File: config.mk
export PLATFORM = sky130hd
export DESIGN_NAME = rtc_serial_command_shifter_core
export DESIGN_NICKNAME = d
export VERILOG_FILES = /design/src/design/rtc_scs_pkg.sv /design/src/design/rtc_scs_in_stage.sv /design/src/design/rtc_scs_engine.sv /design/src/design/rtc_scs_out_stage.sv /design/src/design/rtc_scs_core.sv
export SDC_FILE = /design/constraint.sdc
export NUM_CORES = 1
export LEC_CHECK = 0
export BUFFER_PORTS_ARGS = -buffer_cell sky130_fd_sc_hd__buf_4
export CAP_MARGIN = 20
export CORE_MARGIN = 2
export CORE_UTILIZATION = 30
export DETAILED_ROUTE_END_ITERATION = 8
export PLACE_DENSITY = 0.42
export SYNTH_ARGS = -nofsm -noshare
export SYNTH_HDL_FRONTEND = slang
export SYNTH_HIERARCHICAL = 1
export SYNTH_SLANG_ARGS = --single-unit
File: constraint.sdc
create_clock -name clk_i -period 10.2 [get_ports clk_i]
set_input_delay 2.04 -clock clk_i [delete_from_list [all_inputs] [get_ports clk_i]]
set_output_delay 2.04 -clock clk_i [all_outputs]
set_load 0.05 [all_outputs]
File: src/design/rtc_scs_pkg.sv
// Shared types and constants for the serial RTC command shifter.
// No dependencies; imported by every module of the block.
package rtc_scs_pkg;

  // Default size of the shift register in bytes
  localparam int unsigned RegBytesDef = 8;

  // Payload widths
  localparam int unsigned PortW = 8;
  localparam int unsigned TimeW = 48;
  localparam int unsigned CodeW = 3;
  localparam int unsigned ScmdW = 5;
  localparam int unsigned CmdW  = 4;

  // Port byte bit positions
  localparam int unsigned StbBit = 3;
  localparam int unsigned ClkBit = 4;
  localparam int unsigned DatBit = 5;

  // Parallel code that selects the serial command
  localparam logic [CodeW-1:0] CodeSerial = 3'd7;

  // Strobe commands
  typedef enum logic [CmdW-1:0] {
    CMD_STOP  = 4'd0,
    CMD_SHIFT = 4'd1,
    CMD_HOLD  = 4'd2,
    CMD_LOAD  = 4'd3
  } cmd_e;

  // One input item
  typedef struct packed {
    logic [TimeW-1:0] time_now;
    logic [PortW-1:0] port_byte;
  } item_t;

endpackage

File: src/design/rtc_scs_in_stage.sv
// Input register of the serial RTC command shifter.
// Depends on rtc_scs_pkg for the item type.
module rtc_scs_in_stage import rtc_scs_pkg::*; (
  input  logic  clk_i,
  input  logic  rst_ni,
  input  logic  valid_i,
  input  item_t item_i,
  input  logic  advance_i,
  output logic  ready_o,
  output logic  valid_o,
  output item_t item_o
);

  logic  valid_q, valid_d;
  item_t item_q;

  assign ready_o = !valid_q || advance_i;

  always_comb begin
    valid_d = valid_q;
    if (ready_o) begin
      valid_d = valid_i;
    end
  end

  always_ff @(posedge clk_i or negedge rst_ni) begin
    if (!rst_ni) begin
      valid_q <= 1'b0;
    end else begin
      valid_q <= valid_d;
    end
  end

  // Payload needs no reset
  always_ff @(posedge clk_i) begin
    if (ready_o && valid_i) begin
      item_q <= item_i;
    end
  end

  assign valid_o = valid_q;
  assign item_o  = item_q;

endmodule

File: src/design/rtc_scs_engine.sv
// Chip state of the serial RTC interface: edge detection, command decode,
// bit register and position. Depends on rtc_scs_pkg.
module rtc_scs_engine import rtc_scs_pkg::*; #(
  parameter int unsigned RegBytes = RegBytesDef
) (
  input  logic  clk_i,
  input  logic  rst_ni,
  input  logic  advance_i,
  input  item_t item_i,
  output logic  data_out_o
);

  localparam int unsigned BitCount = RegBytes * 8;
  localparam int unsigned PosW     = $clog2(BitCount);
  localparam logic [PosW-1:0] PosLast = PosW'(BitCount - 1);
  localparam int unsigned MarkIdx  = (RegBytes - 7) * 8 + 7;

  logic [PortW-1:0]    prev_q, prev_d;
  logic [CodeW-1:0]    code_q, code_d;
  logic [ScmdW-1:0]    scmd_q, scmd_d;
  logic                shen_q, shen_d;
  logic [PosW-1:0]     pos_q, pos_d;
  logic                obit_q, obit_d;
  logic [BitCount-1:0] bits_q, bits_d;

  logic [PortW-1:0]    pb;
  logic [TimeW-1:0]    tn;
  logic                stb_rise, clk_rise;
  logic [CmdW-1:0]     cmd;
  logic [BitCount-1:0] load_v;

  assign pb = item_i.port_byte;
  assign tn = item_i.time_now;

  assign stb_rise = pb[StbBit] && !prev_q[StbBit];
  assign clk_rise = pb[ClkBit] && !prev_q[ClkBit];
  assign cmd = (code_q == CodeSerial) ? scmd_q[CmdW-1:0] : {1'b0, code_q};

  // Register image after a load: time bytes at the top, bit-reversed per byte, and a marker bit in the byte below
  always_comb begin
    load_v = '0;
    for (int k = 0; k < 6; k++) begin
      for (int m = 0; m < 8; m++) begin
        load_v[(RegBytes - 6 + k) * 8 + m] = tn[47 - 8 * k - m];
      end
    end
    load_v[MarkIdx] = 1'b1;
  end

  always_comb begin
    prev_d = pb;
    code_d = code_q;
    scmd_d = scmd_q;
    shen_d = shen_q;
    pos_d  = pos_q;
    obit_d = obit_q;
    bits_d = bits_q;
    if (pb[StbBit]) begin
      if (stb_rise) begin
        unique case (cmd) inside
          CMD_STOP, CMD_HOLD: begin
            shen_d = 1'b0;
          end
          CMD_SHIFT: begin
            shen_d = 1'b1;
            pos_d  = PosLast;
            obit_d = bits_q[BitCount-1];
          end
          CMD_LOAD: begin
            shen_d = 1'b0;
            bits_d = load_v;
            obit_d = tn[0];
          end
          default: begin
          end
        endcase
      end
    end else if (pb[ClkBit]) begin
      if (clk_rise) begin
        if (code_q == CodeSerial) begin
          scmd_d = scmd_q >> 1;
        end
        if (shen_q && (pos_q != '0)) begin
          pos_d = pos_q - PosW'(1);
        end
        obit_d = bits_q[pos_d];
      end
    end else begin
      // Data write: latch code, feed serial command, store data bit
      code_d = pb[CodeW-1:0];
      if (pb[CodeW-1:0] == CodeSerial) begin
        scmd_d = {pb[DatBit], scmd_q[CmdW-1:0]};
      end
      bits_d[pos_q] = pb[DatBit];
    end
  end

  always_ff @(posedge clk_i or negedge rst_ni) begin
    if (!rst_ni) begin
      prev_q <= '0;
      code_q <= '0;
      scmd_q <= '0;
      shen_q <= 1'b0;
      pos_q  <= '0;
      obit_q <= 1'b0;
      bits_q <= '0;
    end else if (advance_i) begin
      prev_q <= prev_d;
      code_q <= code_d;
      scmd_q <= scmd_d;
      shen_q <= shen_d;
      pos_q  <= pos_d;
      obit_q <= obit_d;
      bits_q <= bits_d;
    end
  end

  assign data_out_o = obit_d;

endmodule

File: src/design/rtc_scs_out_stage.sv
// Result register of the serial RTC command shifter.
// Depends on rtc_scs_pkg only through the shared import convention.
module rtc_scs_out_stage import rtc_scs_pkg::*; (
  input  logic clk_i,
  input  logic rst_ni,
  input  logic advance_i,
  input  logic data_out_i,
  input  logic ready_i,
  output logic valid_o,
  output logic data_out_o
);

  logic valid_q, valid_d;
  logic data_q;

  always_comb begin
    valid_d = valid_q;
    if (advance_i) begin
      valid_d = 1'b1;
    end else if (ready_i) begin
      valid_d = 1'b0;
    end
  end

  always_ff @(posedge clk_i or negedge rst_ni) begin
    if (!rst_ni) begin
      valid_q <= 1'b0;
    end else begin
      valid_q <= valid_d;
    end
  end

  always_ff @(posedge clk_i) begin
    if (advance_i) begin
      data_q <= data_out_i;
    end
  end

  assign valid_o    = valid_q;
  assign data_out_o = data_q;

endmodule

File: src/design/rtc_scs_core.sv
// Top level of the serial RTC command shifter.
// Instantiates rtc_scs_in_stage, rtc_scs_engine and rtc_scs_out_stage; uses rtc_scs_pkg.
//
// Channel  | Dir | Signals                | Payload
// ---------+-----+------------------------+---------------------------------
// s_axis   | in  | tvalid tready tdata    | port_byte, time_now (56 bits)
// m_axis   | out | tvalid tready tdata    | data_out, zero padded (8 bits)
//
// One transfer in, one transfer out; an item can enter every cycle unless both stages are full and the output stalls.
// Each item passes the input register, then the state update into the
// result register. The input register refills while a result waits.
// Reset clears all chip state, including the bit register, at once.
// A stalled output holds one result and one queued item before tready drops.
module rtc_serial_command_shifter_core import rtc_scs_pkg::*; #(
  parameter int unsigned REG_BYTES = RegBytesDef
) (
  input  logic        clk_i,
  input  logic        rst_ni,
  input  logic        s_axis_tvalid_i,
  output logic        s_axis_tready_o,
  input  logic [55:0] s_axis_tdata_i,   // [7:0] port_byte, [55:8] time_now
  output logic        m_axis_tvalid_o,
  input  logic        m_axis_tready_i,
  output logic [7:0]  m_axis_tdata_o    // [0] data_out, [7:1] zero
);

  item_t in_item, stage_item;
  logic  stage_valid;
  logic  advance;
  logic  next_bit;
  logic  out_bit;

  assign in_item.port_byte = s_axis_tdata_i[PortW-1:0];
  assign in_item.time_now  = s_axis_tdata_i[PortW+TimeW-1:PortW];

  // Move the held item into the result register when it is free
  assign advance = stage_valid && (!m_axis_tvalid_o || m_axis_tready_i);

  rtc_scs_in_stage u_in_stage (
    .clk_i     (clk_i),
    .rst_ni    (rst_ni),
    .valid_i   (s_axis_tvalid_i),
    .item_i    (in_item),
    .advance_i (advance),
    .ready_o   (s_axis_tready_o),
    .valid_o   (stage_valid),
    .item_o    (stage_item)
  );

  rtc_scs_engine #(
    .RegBytes (REG_BYTES)
  ) u_engine (
    .clk_i      (clk_i),
    .rst_ni     (rst_ni),
    .advance_i  (advance),
    .item_i     (stage_item),
    .data_out_o (next_bit)
  );

  rtc_scs_out_stage u_out_stage (
    .clk_i      (clk_i),
    .rst_ni     (rst_ni),
    .advance_i  (advance),
    .data_out_i (next_bit),
    .ready_i    (m_axis_tready_i),
    .valid_o    (m_axis_tvalid_o),
    .data_out_o (out_bit)
  );

  assign m_axis_tdata_o = {7'b0, out_bit};

  a_full_stall_blocks: assert property (@(posedge clk_i) disable iff (!rst_ni)
    stage_valid && m_axis_tvalid_o && !m_axis_tready_i |-> !s_axis_tready_o)
    else $error("input accepted while both stages are full and stalled");

  a_accept_fills_stage: assert property (@(posedge clk_i) disable iff (!rst_ni)
    s_axis_tvalid_i && s_axis_tready_o |=> stage_valid)
    else $error("accepted transfer not held in the input register");

  a_result_from_stage: assert property (@(posedge clk_i) disable iff (!rst_ni)
    $rose(m_axis_tvalid_o) |-> $past(stage_valid))
    else $error("result appeared without a queued item");

endmodule

==> results of run 1 <==
state kept, by name, summed over array words and instances, names as in the netlist:
signal                  cells
u_out_stage/data_out_o      1
u_engine/bits_q            64
u_engine/scmd_q             5
u_engine/code_q             3
u_engine/obit_q             1
u_engine/shen_q             1
u_out_stage/valid_o         1
u_in_stage/item_o          54
u_engine/prev_q             2
u_engine/pos_q              6
u_in_stage/valid_o          1
cell type report:
cell class	count	share of cell area
Sequential cell	139	0.430
Multi-Input combinational cell	475	0.383
Timing Repair Buffer	84	0.0719
Clock buffer	17	0.0487
Tap cell	324	0.0464
Clock inverter	15	0.0161
Inverter	9	0.00387
metal layers:
layer  share of wire  global-route usage  vias up
met5               0                   0        -
li1                -                   -     2740
met4           0.024              0.0625        0
met2            0.48               0.279      167
met3           0.035              0.0313       41
met1            0.46               0.232     2981
report_power, final:
part           internal, W  leakage [nW]  switching (W)
clock             0.000339         0.269       0.000259
combinational     0.000368          1.48       0.000541
sequential        0.000684          1.62       0.000117
worst paths after layout:
check / from / to / slack (ps) / cells past startpoint
min in group asynchronous: rst_ni / u_engine/bits_q[33]$_DFFE_PN0P_ / 1500 / 1
min: u_engine/scmd_q[4]$_DFFE_PN0P_ / u_engine/scmd_q[4]$_DFFE_PN0P_ / 490 / 2
max reg2reg: u_engine/pos_q[1]$_DFFE_PN0P_ / u_engine/obit_q$_DFFE_PN0P_ / 6150 / 12
min reg2reg: u_engine/scmd_q[4]$_DFFE_PN0P_ / u_engine/scmd_q[4]$_DFFE_PN0P_ / 490 / 2
max: m_axis_tready_i / u_engine/bits_q[42]$_DFFE_PN0P_ / 5190 / 11
max in group asynchronous: rst_ni / u_engine/pos_q[0]$_DFFE_PN0P_ / 7470 / 2
critical path, cell delays in order:
cell and delay (ps):
buf_4 80, inv_1 30, a21boi_1 130, buf_4 200, nor3b_1 760, o21ai_1 570, nor2_2 400, buf_4 430
and2_1 370, a21o_1 170, a21oi_1 60
metrics by stage:
stage / instance area, um^2 / total power (W) / hold WS [ps] / util
floorplan: 7460 / 0.00144 / 443 / -
global placement: 8150 / 0.00169 / 475 / 0.335
detailed placement: 8160 / 0.00171 / 471 / 0.335
CTS: 8720 / 0.00232 / 486 / 0.359
global route: 8730 / 0.00244 / 527 / 0.359
finish: 8730 / 0.00231 / 485 / 0.359
==> results.cfg, run 1 <==
[cts]
cts_buffers = 17
clockRootBuffer = clkbuf_16
cts_tree = yes
cts_max_level = 4
cts_resized = 0
cts.sinks = 139
clock_path_buffers = 2
worstSkewPairLatency_ps = 430
holdBufCountCts = 0
path_clk_slew_ps = 60
post_cts_buffers = 0

[global_routing]
grtUsageTotal = 0.172
antenna_found_initial = 0
grt_overflow = 0
grt_max_degree = 63
grt_pass1_wl_mm = 34.5
grt_pass1_vias = 5971

[routing]
drc = 0
first_pass_iters = 5
dr_total_vias = 5929
ant_nets = 0
drt-wirelength-per-cell_um = 20.8
drt_wl_total_mm = 22.1
vias_per_cell = 5.58
drtIter0Drc = 422

[synth]
netlist_area_um2 = 7440
syn_avg_cell_area_um2 = 10.8
synth_warnings = 6
synthCells = 689

[power_and_ir_drop]
powerDensity_nw_per_um2 = 264
peakVddDrop_uv = 114
p_leak_nw = 3.37

[layout]
layout_commonest_cell = a21oi_1
ff_latch_area_um2 = 3750
fin_nets = 787
final_cell_mix = a21oi_1 (122), buf_4 (83), dfrtp_1 (83)
multi_input_area_um2 = 3340
diodes = 0
areaGrowthSynthToFinish_pct = 17.4
fillCellCount = 2396
final_cells = 1063
layout-drive-gt1-share = 0.258

[timing]
setup_tns_ps = 0
worst_slew_margin_rel = 0.323
setup_slack_ps = 5190
maxSlewViolCount = 0
hold_viol = 0
rsz0062_at_grt = no
max_freq_mhz = 200
finalCritPeriodShare = 0.491
worst_pin_slew_ps = 1010
setup_viol = 0
layout_min_cycle_time_ps = 5010
fin_skew_ps = 12.2

[run]
drv_cap = 0

[floorplanning]
die_area_um2 = 26100
die_y_um = 161
start_util = 0.306
io_pins = 70
rows = 57
core-area_um2 = 24300
die_x_um = 161

[place]
dp_worst_setup_slack_ps = 4800
dp.cells = 1030
portBuffers = 60
gp_congestion = 0.882
hpwl_mm = 14.2

[setup_path]
worstSetupEndpointType = register
crit_type = input pin to register
cp.arrival_ps = 5270
critPathLaunchType = input pin
path_max_fanout = 33
required_ps = 10460

[hold_path]
hold_path_class = register to register

[status]
outcome = complete, no violations
Power figures use the tool's default switching activity.
==> inputs of run 2 (changes only) <==
clock period = 4.9 ns   (was 10.2 ns; I/O delays follow)
==> results.cfg, run 2 (synthesis gave the netlist of run 1 again) <==
[layout]
layout_commonest_cell = a21oi_1
final_cells = 1064
largest_register_ffs = 64
areaGrowthSynthToFinish_pct = 17.7
diodes = 0
fillCellCount = 2409
post-route-cell-area_um2 = 8750
final_util = 0.360
fin_nets = 788
largest-register = u_engine/bits_q
final_cell_mix = a21oi_1 (122), buf_4 (85), dfrtp_1 (83)
layout-drive-gt1-share = 0.258

[setup_path]
rr_worst_depth = 10
rr_startpoint = u_engine/pos_q[1]$_DFFE_PN0P_
r2r_end = u_engine/obit_q$_DFFE_PN0P_
critPathLaunchType = register
cp.arrival_ps = 4190
required_ps = 5200
path_max_fanout = 13
slowest_stage = o21ai_2
path_cells = inv_2 > ha_1 > nand2b_1 > o21ai_2 > mux2i_1 > o22ai_1 > or3b_1 > nor3_1 > o31ai_2 > mux2_4
cp_slowest_stage_delay_ps = 830
critPathLaunch = u_engine/pos_q[1]$_DFFE_PN0P_
endpoint = u_engine/obit_q$_DFFE_PN0P_
crit_type = register to register
reg2reg_setup_slack_ps = 1010
worstSetupEndpointType = register

[routing]
drt_wl_total_mm = 22.1
first_pass_iters = 5
vias_per_cell = 5.54
drt-wirelength-per-cell_um = 20.8
drtIter0Drc = 436
drc = 0
ant_nets = 0
dr_total_vias = 5890

[global_routing]
grt_pass1_wl_mm = 34.9
antenna_found_initial = 0
grtUsageTotal = 0.174
grt_max_degree = 55
grt_overflow = 0
grt_pass1_vias = 5859

[timing]
setup_tns_ps = 0
worst_slew_margin_rel = 0.253
finalCritPeriodShare = 0.793
rsz0062_at_grt = no
max_freq_mhz = 257
maxSlewViolCount = 0
setup_slack_ps = 1010
layout_min_cycle_time_ps = 3890
fin_skew_ps = 6.52
worst_pin_slew_ps = 1110
hold_viol = 0
setup_viol = 0

[hold_path]
holdPathStages = 2
hold_path_class = register to register

[floorplanning]
die_x_um = 161
start_util = 0.306
die_area_um2 = 26100
die_y_um = 161
io_pins = 70
rows = 57
core-area_um2 = 24300

[cts]
clockRootBuffer = clkbuf_16
post_cts_buffers = 0
cts_buffers = 17
clock_path_buffers = 2
cts_resized = 0
cts_tree = yes
holdBufCountCts = 0
cts_max_level = 4
cts.sinks = 139
worstSkewPairLatency_ps = 420
path_clk_slew_ps = 60

[place]
dp_worst_setup_slack_ps = 955
placed_area_um2 = 8170
hpwl_mm = 14.3
portBuffers = 60
dp.cells = 1032
gp_congestion = 0.847

[power_and_ir_drop]
powerDensity_nw_per_um2 = 553
peakVddDrop_uv = 218
p_leak_nw = 3.39

[status]
outcome = complete, no violations

[run]
drv_cap = 0
[run 2: cell count changes in the layout (fill, tap and decap cells not counted), sizes merged]
cell and change:
bufinv +1, inv -3, buf +1, clkinv +1
clkbuf +1
[run 2: where the power goes]
group | internal [W] | switching, W | total, W | leakage, nW
logic | 0.000770 | 0.00113 | 0.00190 | 1.48
clock network | 0.000763 | 0.000524 | 0.00129 | 0.280
registers | 0.00142 | 0.000232 | 0.00166 | 1.62
total | 0.00296 | 0.00189 | 0.00484 | 3.39
[run 2: worst min path at each step]
stage / to / start
finish: u_engine/scmd_q[4]$_DFFE_PN0P_ / u_engine/scmd_q[4]$_DFFE_PN0P_
global route: u_engine/code_q[2]$_DFFE_PN0P_ / u_in_stage/item_o[2]$_DFFE_PP_
CTS: u_engine/scmd_q[4]$_DFFE_PN0P_ / u_engine/scmd_q[4]$_DFFE_PN0P_
detailed placement: u_engine/scmd_q[4]$_DFFE_PN0P_ / u_engine/scmd_q[4]$_DFFE_PN0P_
global placement: u_engine/scmd_q[4]$_DFFE_PN0P_ / u_engine/scmd_q[4]$_DFFE_PN0P_
floorplan: u_engine/scmd_q[4]$_DFFE_PN0P_ / u_engine/scmd_q[4]$_DFFE_PN0P_
[run 2: area by class of cell]
cell class	count	area, um^2	area share
sequential	139	3750	0.429
multi-input combinational	475	3340	0.381
timing repair buffer	85	638	0.0729
clock buffer	18	439	0.0502
tap	324	405	0.0463
clock inverter	14	145	0.0166
inverter	9	33.8	0.00386
[run 2: metal layers]
metal | vias to the layer above | global-route usage | routed length [um]
li1 | 2739 | - | -
met1 | 2974 | 0.242 | 10300
met2 | 149 | 0.275 | 10600
met3 | 28 | 0.0316 | 733
met4 | 0 | 0.0576 | 473
met5 | - | 0 | 0
[run 2: per-stage QoR]
step	hold slack [ps]	power, W
after detailed placement	487	0.00357
final	492	0.00484
after CTS	501	0.00488
after global placement	473	0.00354
after global routing	533	0.00512
after floorplan	443	0.00299
[run 2: worst max-delay path, delay by kind of cell (launching register included)]
| family | cells | cell delay (ps) |
|---|---|---|
| and+or+nand+nor | 3 | 1020 |
| adders and majority gates | 1 | 430 |
| buffers and inverters | 1 | 220 |
| DFF | 1 | 380 |
| AOI/OAI and AO/OA | 3 | 1090 |
| muxes | 2 | 630 |
==> inputs of run 3 (changes only) <==
clock period = 3.95 ns   (was 4.9 ns; I/O delays follow)
==> results.cfg, run 3 (synthesis gave the netlist of run 1 again) <==
[cts]
post_cts_buffers = 0
clockRootBuffer = clkbuf_16
worstSkewPairLatency_ps = 420
clock_path_buffers = 2
path_clk_slew_ps = 60
cts_resized = 0
cts.sinks = 139
cts_max_level = 4
holdBufCountCts = 0
cts_buffers = 17
cts_tree = yes

[timing]
setup_viol = 0
worst_pin_slew_ps = 1050
fin_skew_ps = 13.7
setup_tns_ps = 0
hold_viol = 0
worst_slew_margin_rel = 0.297
rsz0062_at_grt = no
maxSlewViolCount = 0
layout_min_cycle_time_ps = 3510
max_freq_mhz = 285
finalCritPeriodShare = 0.889

[routing]
drt_wl_total_mm = 22.8
wl_met2_mm = 10.8
topRoutingLayerUsed = met4
drt-wirelength-per-cell_um = 21.1
vias_per_cell = 5.53
drt-met1-wl_mm = 10.3
first_pass_iters = 5
drc = 0
drtIter0Drc = 437
ant_nets = 0
dr_total_vias = 5961
wl_met3_mm = 1.12

[place]
hpwl_mm = 15.2
gp_congestion = 0.846
portBuffers = 60
placed_area_um2 = 8260

[layout]
layout-drive-gt1-share = 0.268
final_cell_mix = a21oi_1 (122), buf_4 (98), dfrtp_1 (83)
largest-register = u_engine/bits_q
fin_nets = 802
diodes = 0
post-route-cell-area_um2 = 8870
areaGrowthSynthToFinish_pct = 19.3
largest_register_ffs = 64
layout_commonest_cell = a21oi_1

[setup_path]
required_ps = 4260
crit_buf_inv = 2
path_delay_family = simple AND/OR/NAND/NOR gates
worstSetupEndpointType = register
critPathLaunch = u_engine/pos_q[0]$_DFFE_PN0P_
rr_worst_depth = 11
path_cells = inv_2 > ha_1 > nand2b_1 > o21ai_2 > buf_4 > mux2i_1 > o21ai_0 > or4_1 > o311ai_1 > o31ai_2 > mux2_4
cp.arrival_ps = 3820
critPathLaunchType = register
slowest_stage = or4_1
reg2reg_setup_slack_ps = 440
rr_startpoint = u_engine/pos_q[0]$_DFFE_PN0P_
cp_slowest_stage_delay_ps = 550
r2r_end = u_engine/obit_q$_DFFE_PN0P_
path_max_fanout = 11
crit_type = register to register

[global_routing]
grt_overflow = 0
antenna_found_initial = 0
grt_max_degree = 76
grt_pass1_wl_mm = 36.0
grtUsageTotal = 0.181
grt_pass1_vias = 5987

[power_and_ir_drop]
peakVddDrop_uv = 299
p_leak_nw = 3.47
powerDensity_nw_per_um2 = 689

[floorplanning]
die_area_um2 = 26100
rows = 57
die_y_um = 161
io_pins = 70
start_util = 0.306
core-area_um2 = 24300
die_x_um = 161

[status]
outcome = complete, no violations

[hold_path]
hold_path_class = input pin to asynchronous set/reset pin

[run]
drv_cap = 0
==> run 3: worst max path at each step <==
| stage | to | slack, ps | cells past startpoint |
|---|---|---|---|
| floorplan | u_engine/obit_q$_DFFE_PN0P_ | 370 | 15 |
| global placement | u_engine/obit_q$_DFFE_PN0P_ | 550 | 11 |
| detailed placement | u_engine/obit_q$_DFFE_PN0P_ | 490 | 11 |
| CTS | u_engine/obit_q$_DFFE_PN0P_ | 470 | 11 |
| global route | u_engine/obit_q$_DFFE_PN0P_ | 310 | 11 |
| finish | u_engine/obit_q$_DFFE_PN0P_ | 440 | 11 |
==> run 3: where the power goes <==
group | internal [W] | switching, W
Clock | 0.000986 | 0.000636
Combinational | 0.00101 | 0.00145
Sequential | 0.00177 | 0.000268
Total | 0.00376 | 0.00236
==> run 3: worst register-to-register path: stages, from the launching register on <==
cell,delay [ps]
dfrtp_2,410
inv_2,210
ha_1,440
nand2b_1,290
o21ai_2,400
buf_4,230
mux2i_1,200
o21ai_0,110
or4_1,550
o311ai_1,140
o31ai_2,140
mux2_4,270
==> run 3: through the flow <==
| step | instances | setup WS (ps) | hold slack (ps) | utilization | power, W |
|---|---|---|---|---|---|
| 2_1_floorplan | 695 | 367 | 443 | - | 0.00371 |
| 3_3_place_gp | 1045 | 554 | 479 | 0.340 | 0.00446 |
| 3_5_place_dp | 1045 | 489 | 480 | 0.340 | 0.00450 |
| 4_1_cts | 1077 | 467 | 494 | 0.364 | 0.00614 |
| 5_1_grt | 1078 | 314 | 386 | 0.365 | 0.00648 |
| 6_report | 1078 | 439 | 356 | 0.365 | 0.00612 |
==> run 3: cell type report <==
class	instances	area (um^2)
fillers	2386	15400
flip-flops and latches	139	3750
multi-input cells	475	3330
repair buffers	99	756
clock buffers	22	475
well taps	324	405
clock inverters	10	115
inverters	9	33.8
==> run 3: per-layer routing <==
layer,GRT usage,vias to the layer above
met5,0,-
met4,0.0621,0
met3,0.0311,31
met2,0.290,207
met1,0.248,2960
li1,-,2763
